**src/hdl/alpe_pkg.sv**
```systemverilog
// shared types and operation codes for the positional edit list
`default_nettype none

package alpe_pkg;

	localparam int POS_W = 7;
	localparam int OUT_W = 32;
	localparam int CNT_W = 7;

	typedef logic [1:0] kind_t;

	localparam kind_t KIND_READ   = 2'd0;
	localparam kind_t KIND_INSERT = 2'd1;
	localparam kind_t KIND_DELETE = 2'd2;
	localparam kind_t KIND_RSVD   = 2'd3;

endpackage

`default_nettype wire

```
**src/hdl/array_list_positional_edit_core.sv**
```systemverilog
// Positional edit list: one request at a time, elements moved one at a time through a RAM.
// Error: answered from idle. Read: capture, finish. Delete at p: capture, one move per
// element after p, finish. Insert at p: one move per element from p on, put, finish.
// Each element move is a read then a write on the simple dual-port RAM, which sets the rate.
// The next request is taken in the cycle the result is shown; the result cannot be stalled.
// Reset clears the count and the sequencer; RAM contents are left as they are.
`default_nettype none

module array_list_positional_edit_core #(
	parameter int DEPTH      = 64,
	parameter int ELEM_WIDTH = 32
) (
	input  logic                          clk,
	input  logic                          arst_n,
	input  logic                          start,
	input  alpe_pkg::kind_t               kind,
	input  logic [alpe_pkg::POS_W-1:0]    position,
	input  logic [alpe_pkg::OUT_W-1:0]    value,
	output logic                          busy,
	output logic                          done,
	output logic                          status,
	output logic [alpe_pkg::OUT_W-1:0]    element,
	output logic [alpe_pkg::CNT_W-1:0]    count
);
	import alpe_pkg::*;

	localparam int AW = $clog2(DEPTH);
	localparam int CW = $clog2(DEPTH + 1);
	localparam int XW = ((CW > POS_W) ? CW : POS_W) + 1;
	localparam logic [XW-1:0] DEPTH_X = XW'(DEPTH);

	localparam logic [2:0] S_IDLE    = 3'd0;
	localparam logic [2:0] S_CAP     = 3'd1;
	localparam logic [2:0] S_MOVE_RD = 3'd2;
	localparam logic [2:0] S_MOVE_WR = 3'd3;
	localparam logic [2:0] S_PUT     = 3'd4;
	localparam logic [2:0] S_FIN     = 3'd5;

	logic [2:0]            state_q;
	kind_t                 kind_q;
	logic [POS_W-1:0]      pos_q;
	logic [ELEM_WIDTH-1:0] val_q;
	logic [CW-1:0]         fill_q;
	logic [CW-1:0]         idx_q;
	logic [ELEM_WIDTH-1:0] removed_q;
	logic [ELEM_WIDTH-1:0] rd_q;
	logic                  done_q;
	logic                  status_q;
	logic [OUT_W-1:0]      element_q;
	logic [CNT_W-1:0]      count_q;

	logic [ELEM_WIDTH-1:0] mem [DEPTH];

	logic [XW-1:0]         fill_x, pos_in_x, pos_x, idx_x;
	logic [XW-1:0]         idx_dn, idx_up, pos_dn_in, pos_dn, fill_new;
	logic [63:0]           vx, rx;
	logic                  in_err, ins;
	logic                  we;
	logic [AW-1:0]         ra, wa;
	logic [ELEM_WIDTH-1:0] wd;

	assign fill_x    = XW'(fill_q);
	assign pos_in_x  = XW'(position);
	assign pos_x     = XW'(pos_q);
	assign idx_x     = XW'(idx_q);
	assign idx_dn    = idx_x - XW'(1);
	assign idx_up    = idx_x + XW'(1);
	assign pos_dn_in = pos_in_x - XW'(1);
	assign pos_dn    = pos_x - XW'(1);
	assign ins       = (kind_q == KIND_INSERT);
	assign vx        = {{32{value[OUT_W-1]}}, value};
	assign rx        = 64'(removed_q);

	always_comb begin
		case (kind) inside
			KIND_READ, KIND_DELETE: in_err = (pos_in_x == '0) || (pos_in_x > fill_x);
			KIND_INSERT: in_err = (fill_x >= DEPTH_X) || (pos_in_x == '0) ||
				(pos_in_x > fill_x + XW'(1));
			default: in_err = 1'b1;
		endcase
	end

	always_comb begin
		case (kind_q) inside
			KIND_INSERT: fill_new = fill_x + XW'(1);
			KIND_DELETE: fill_new = fill_x - XW'(1);
			default:     fill_new = fill_x;
		endcase
	end

	// RAM port control from the sequencer
	always_comb begin
		we = 1'b0;
		wa = '0;
		wd = rd_q;
		ra = idx_q[AW-1:0];
		unique case (state_q)
			S_IDLE: ra = pos_dn_in[AW-1:0];
			S_MOVE_RD: ra = ins ? idx_dn[AW-1:0] : idx_q[AW-1:0];
			S_MOVE_WR: begin
				we = 1'b1;
				wa = ins ? idx_q[AW-1:0] : idx_dn[AW-1:0];
			end
			S_PUT: begin
				we = 1'b1;
				wa = pos_dn[AW-1:0];
				wd = val_q;
			end
			default: ;
		endcase
	end

	always_ff @(posedge clk) begin
		if (we) begin
			mem[wa] <= wd;
		end
		rd_q <= mem[ra];
	end

	always_ff @(posedge clk or negedge arst_n) begin
		if (!arst_n) begin
			state_q   <= S_IDLE;
			kind_q    <= KIND_READ;
			pos_q     <= '0;
			val_q     <= '0;
			fill_q    <= '0;
			idx_q     <= '0;
			removed_q <= '0;
			done_q    <= 1'b0;
			status_q  <= 1'b0;
			element_q <= '0;
			count_q   <= '0;
		end else begin
			done_q <= 1'b0;
			unique case (state_q)
				S_IDLE: begin
					if (start) begin
						kind_q <= kind;
						pos_q  <= position;
						val_q  <= vx[ELEM_WIDTH-1:0];
						if (in_err) begin
							done_q    <= 1'b1;
							status_q  <= 1'b1;
							element_q <= '0;
							count_q   <= fill_x[CNT_W-1:0];
						end else begin
							case (kind) inside
								KIND_READ, KIND_DELETE: state_q <= S_CAP;
								KIND_INSERT: begin
									idx_q   <= fill_q;
									// append needs no moves
									state_q <= (pos_in_x <= fill_x) ? S_MOVE_RD : S_PUT;
								end
								default: state_q <= S_IDLE;
							endcase
						end
					end
				end
				S_CAP: begin
					removed_q <= rd_q;
					if (kind_q == KIND_DELETE && pos_x < fill_x) begin
						idx_q   <= pos_x[CW-1:0];
						state_q <= S_MOVE_RD;
					end else begin
						state_q <= S_FIN;
					end
				end
				S_MOVE_RD: state_q <= S_MOVE_WR;
				S_MOVE_WR: begin
					if (ins) begin
						idx_q   <= idx_dn[CW-1:0];
						state_q <= (idx_dn >= pos_x) ? S_MOVE_RD : S_PUT;
					end else begin
						idx_q   <= idx_up[CW-1:0];
						state_q <= (idx_up < fill_x) ? S_MOVE_RD : S_FIN;
					end
				end
				S_PUT: state_q <= S_FIN;
				S_FIN: begin
					fill_q    <= fill_new[CW-1:0];
					done_q    <= 1'b1;
					status_q  <= 1'b0;
					element_q <= ins ? '0 : rx[OUT_W-1:0];
					count_q   <= fill_new[CNT_W-1:0];
					state_q   <= S_IDLE;
				end
				default: state_q <= S_IDLE;
			endcase
		end
	end

	assign busy    = (state_q != S_IDLE);
	assign done    = done_q;
	assign status  = status_q;
	assign element = element_q;
	assign count   = count_q;

endmodule

`default_nettype wire

```
**config.mk**
```make
export PLATFORM = sky130hd
export DESIGN_NAME = array_list_positional_edit_core
export DESIGN_NICKNAME = d
export VERILOG_FILES = /design/src/hdl/alpe_pkg.sv /design/src/hdl/array_list_positional_edit_core.sv
export SDC_FILE = /design/constraint.sdc
export NUM_CORES = 2
export LEC_CHECK = 0
export BUFFER_PORTS_ARGS = -buffer_cell sky130_fd_sc_hd__buf_2
export CAP_MARGIN = 20
export CORE_UTILIZATION = 25
export CTS_CLUSTER_SIZE = 14
export DETAILED_ROUTE_END_ITERATION = 12
export PLACE_DENSITY = 0.45
export SYNTH_ARGS = -nofsm -noshare
export SYNTH_HDL_FRONTEND = slang
export SYNTH_SLANG_ARGS = --single-unit
```
**constraint.sdc**
```tcl
create_clock -name clk -period 7.2 [get_ports clk]
set_clock_uncertainty 0.1 [all_clocks]
set_input_delay 1.08 -clock clk [delete_from_list [all_inputs] [get_ports clk]]
set_output_delay 1.08 -clock clk [all_outputs]
set_load 0.02 [all_outputs]
```
==> reports/qor.csv <==
stage,metric,value,unit
clock_tree,cts-hold-fix-buffers,0,
clock_tree,clk_latency,0.90,ns
placement,placed_area,0.0960,mm^2
drt,vias_per_cell,4.93,
global_routing,grt_pass1_wl,411,mm
hold_path,min-delay-path-class,input pin to asynchronous set/reset pin,
placement,port_buffers,85,
clock_tree,cts-root-buf,clkbuf_16,
floorplan,die_area,0.359,mm^2
outcome,status,finished clean,
drt,dr.pass1.iters,6,
finish,layout-drive-gt1-share,0.129,
drt,wl_met3,21.8,mm
drt,routed-wl-met2,131,mm
clock_tree,clock_sinks,2211,
setup_path,crit_fanout,165,
global_routing,grt_usage,0.157,
yosys,ys_warn_count,0,
floorplan,num_io_pins,86,
yosys,synth_enable_flop_cells,2048,
sta,fmax,202,MHz
power,p_leak,33.9,nW
setup_path,crit_type,flop to flop,
finish,finalInstanceArea,0.103,mm^2
setup_path,cp-end-kind,flop,
setup_path,crit_arrival,5.69,ns
yosys,synth.distinct_cells,75,
sta,maxSlewHeadroom,0.259,
yosys,yosysSeqAreaShare,0.733,
drt,drt_iter0_markers,5374,
floorplan,initial_core_util,0.251,
yosys,netlist_area,0.0892,mm^2
yosys,synth_cells,6275,
sta,drv_slew,0,
finish,area_growth,16.0,%
global_routing,antenna_found_initial,26,
clock_tree,cts_buffers,240,
clock_tree,cts_setup_buffers,0,
setup_path,cpLargestDelayFamily,compound AO/OA/AOI/OAI gates,
sta,fin_crit_sh,0.688,
yosys,synth_seq_cells,2211,
power,peakVddDrop,0.000438,V
yosys,synthArstFlopShare,0.0592,
drt,drtAntennaViolNets,0,
drt,drcViolationCount,0,
floorplan,fp.coreArea,0.355,mm^2
yosys,syn_avg_cell_area,14.2,um^2
yosys,synth_ff_type,edfxtp_1,
drt,wl_met1,131,mm
setup_path,cp_common_cell,a21oi_1,
drt,wirelength,290,mm
floorplan,die_h,599,um
sta,finalSetupViolations,0,
clock_tree,h-tree-depth,4,
floorplan,die_w,599,um
setup_path,path_buf_inv,1,
placement,dp_hpwl,165,mm
yosys,syn-num-nets,6359,
setup_path,crit_required,7.94,ns
drt,via_count,55600,
sta,tns,0,ns
setup_path,cp_slowest_cell,nand2b_1,
global_routing,grt_max_degree,174,
drt,detail_route.wl_per_cell,25.8,um
finish,fin_nets,6401,
setup_path,worstPathCellList,"nand2b_1, a21oi_1, o22ai_4, buf_12, a211oi_1, a311oi_1, a21oi_1, a22oi_1, and4_1",
power,powerDensity,500,mW/mm^2
setup_path,cp-start-kind,flop,
run,max_cap_violations,0,
sta,worstMarginPinSlew,1.11,ns
global_routing,grt_pass1_vias,53300,
setup_path,cpPeakStageDelay,0.82,ns
floorplan,rows,219,
drt,highest_layer,met5,
clock_tree,path_clk_slew,0.06,ns
sta,finalHoldViolations,0,
global_routing,grt.overflow.total,0,
sta,rsz0062_at_grt,no,
clock_tree,cts_tree,yes,
clock_tree,cts_buffer_depth,4,
clock_tree,ctsResizeCount,0,
sta,finalCriticalPeriod,4.95,ns
placement,gp_congestion,0.810,
==> report_power, final <==
group / internal (mW) / switching, mW / total, mW
Sequential: 17.0 / 0.615 / 17.6
Combinational: 5.93 / 16.3 / 22.2
Clock: 6.85 / 5.09 / 11.9
Total: 29.7 / 22.0 / 51.8
==> cell usage in the layout, fill, tap and decap left out, types with 7 or more instances in the layout <==
cell and instances:
clkinv_1 48, clkbuf_8 9, diode_2 7, dfxtp_1 32, buf_12 29, a22o_1 33, ha_1 40, buf_4 197
dfrtp_1 131, xnor2_1 23, and3_1 511, a22oi_1 129, o21ai_0 23, buf_2 84, clkbuf_1 65, a21oi_1 271
inv_1 30, a211oi_1 509, nand2_1 1073, mux2i_1 18, mux2_2 109, clkinv_2 43, a311oi_1 258, a21o_1 7
nand3_1 23, bufinv_16 15, nor2_1 32, and4_1 32, nor3_1 9, clkbuf_16 246, edfxtp_1 2048, a31oi_1 256
o22a_1 7, nor2_4 70
==> area by class of cell <==
cell class | instances | area (um^2)
fill | 35600 | 252000
sequential | 2211 | 65400
multi-input combinational | 3522 | 22000
clock buffer | 320 | 6520
tap | 4751 | 5940
timing repair buffer | 311 | 2490
clock inverter | 115 | 943
inverter | 31 | 116
antenna | 7 | 17.5
==> registers in the layout (all words and copies together) (netlist names) <==
register	count
mem	2048
element	32
rd_q	32
removed_q	32
val_q	32
count	7
fill_q	7
idx_q	7
pos_q	7
state_q	3
kind_q	2
done	1
status	1
==> synth_stat cells (3+ instances only) <==
| library cell | count | area [um^2] |
|---|---|---|
| a31oi_1 | 256 | 1600 |
| nand2b_1 | 5 | 31.3 |
| xnor2_1 | 23 | 201 |
| o21bai_1 | 3 | 22.5 |
| mux2i_1 | 18 | 180 |
| a21oi_1 | 271 | 1360 |
| nor3_2 | 3 | 30.0 |
| nor2b_1 | 5 | 31.3 |
| clkbuf_1 | 291 | 1090 |
| ha_1 | 40 | 500 |
| edfxtp_1 | 2048 | 61500 |
| o221ai_1 | 3 | 26.3 |
| buf_6 | 4 | 45.0 |
| a211o_1 | 3 | 26.3 |
| buf_4 | 29 | 218 |
| nor3b_1 | 3 | 22.5 |
| nand2_1 | 1074 | 4030 |
| nand3_1 | 23 | 115 |
| buf_1 | 14 | 52.6 |
| a21o_1 | 7 | 52.6 |
| buf_2 | 173 | 866 |
| o22a_1 | 7 | 61.3 |
| o22ai_1 | 6 | 37.5 |
| and4_1 | 32 | 280 |
| dfxtp_1 | 32 | 641 |
| a211oi_1 | 509 | 3820 |
| dfrtp_1 | 131 | 3280 |
| and3_1 | 511 | 3200 |
| nor3_1 | 10 | 50.1 |
| o21ai_0 | 23 | 115 |
| mux2_2 | 109 | 1230 |
| xor2_1 | 6 | 52.6 |
| a22o_1 | 33 | 289 |
| nor2_1 | 101 | 379 |
| inv_1 | 30 | 113 |
| a311oi_1 | 259 | 2270 |
| a22oi_1 | 129 | 968 |
| o31ai_1 | 4 | 30.0 |
==> layer usage <==
metal,vias up,GRT usage
met5,-,0
met4,2,0.0384
met3,370,0.0350
met2,1741,0.244
met1,28800,0.221
li1,24700,-
==> worst paths after layout <==
check / from / end / slack, ns / cells past startpoint
max in group asynchronous: arst_n / element[23] / 5.61 / 2
worst max-delay path: kind_q[1] / rd_q[5] / 2.25 / 9
worst min-delay path: arst_n / element[19] / 0.14 / 1
worst min register to register: removed_q[15] / element[15] / 0.38 / 1
min in group clk: value[16] / val_q[16] / 0.31 / 2
worst max register to register: kind_q[1] / rd_q[5] / 2.25 / 9
==> cells by family after synthesis <==
| logic type | after synthesis | synth area share |
|---|---|---|
| compound gates | 1536 | 0.122 |
| fa+ha+maj | 40 | 0.00561 |
| buf+inv | 542 | 0.0268 |
| flops | 2211 | 0.733 |
| simple gates | 1790 | 0.0938 |
| xor+xnor | 29 | 0.00285 |
| mux | 127 | 0.0158 |
==> stage by stage <==
stage | hold slack (ns) | std cells | setup WS (ns) | util | power [mW]
4_1_cts | 0.121 | 11300 | 2.32 | 0.291 | 52.0
6_report | 0.145 | 11300 | 2.25 | 0.291 | 51.8
2_1_floorplan | 0.357 | 6275 | 3.21 | - | 30.7
3_5_place_dp | 0.380 | 10800 | 2.17 | 0.270 | 40.1
3_3_place_gp | 0.381 | 10800 | 2.13 | 0.270 | 40.0
5_1_grt | 0.185 | 11300 | 2.01 | 0.291 | 54.2
Note: power is estimated with default switching activity, not from simulation.
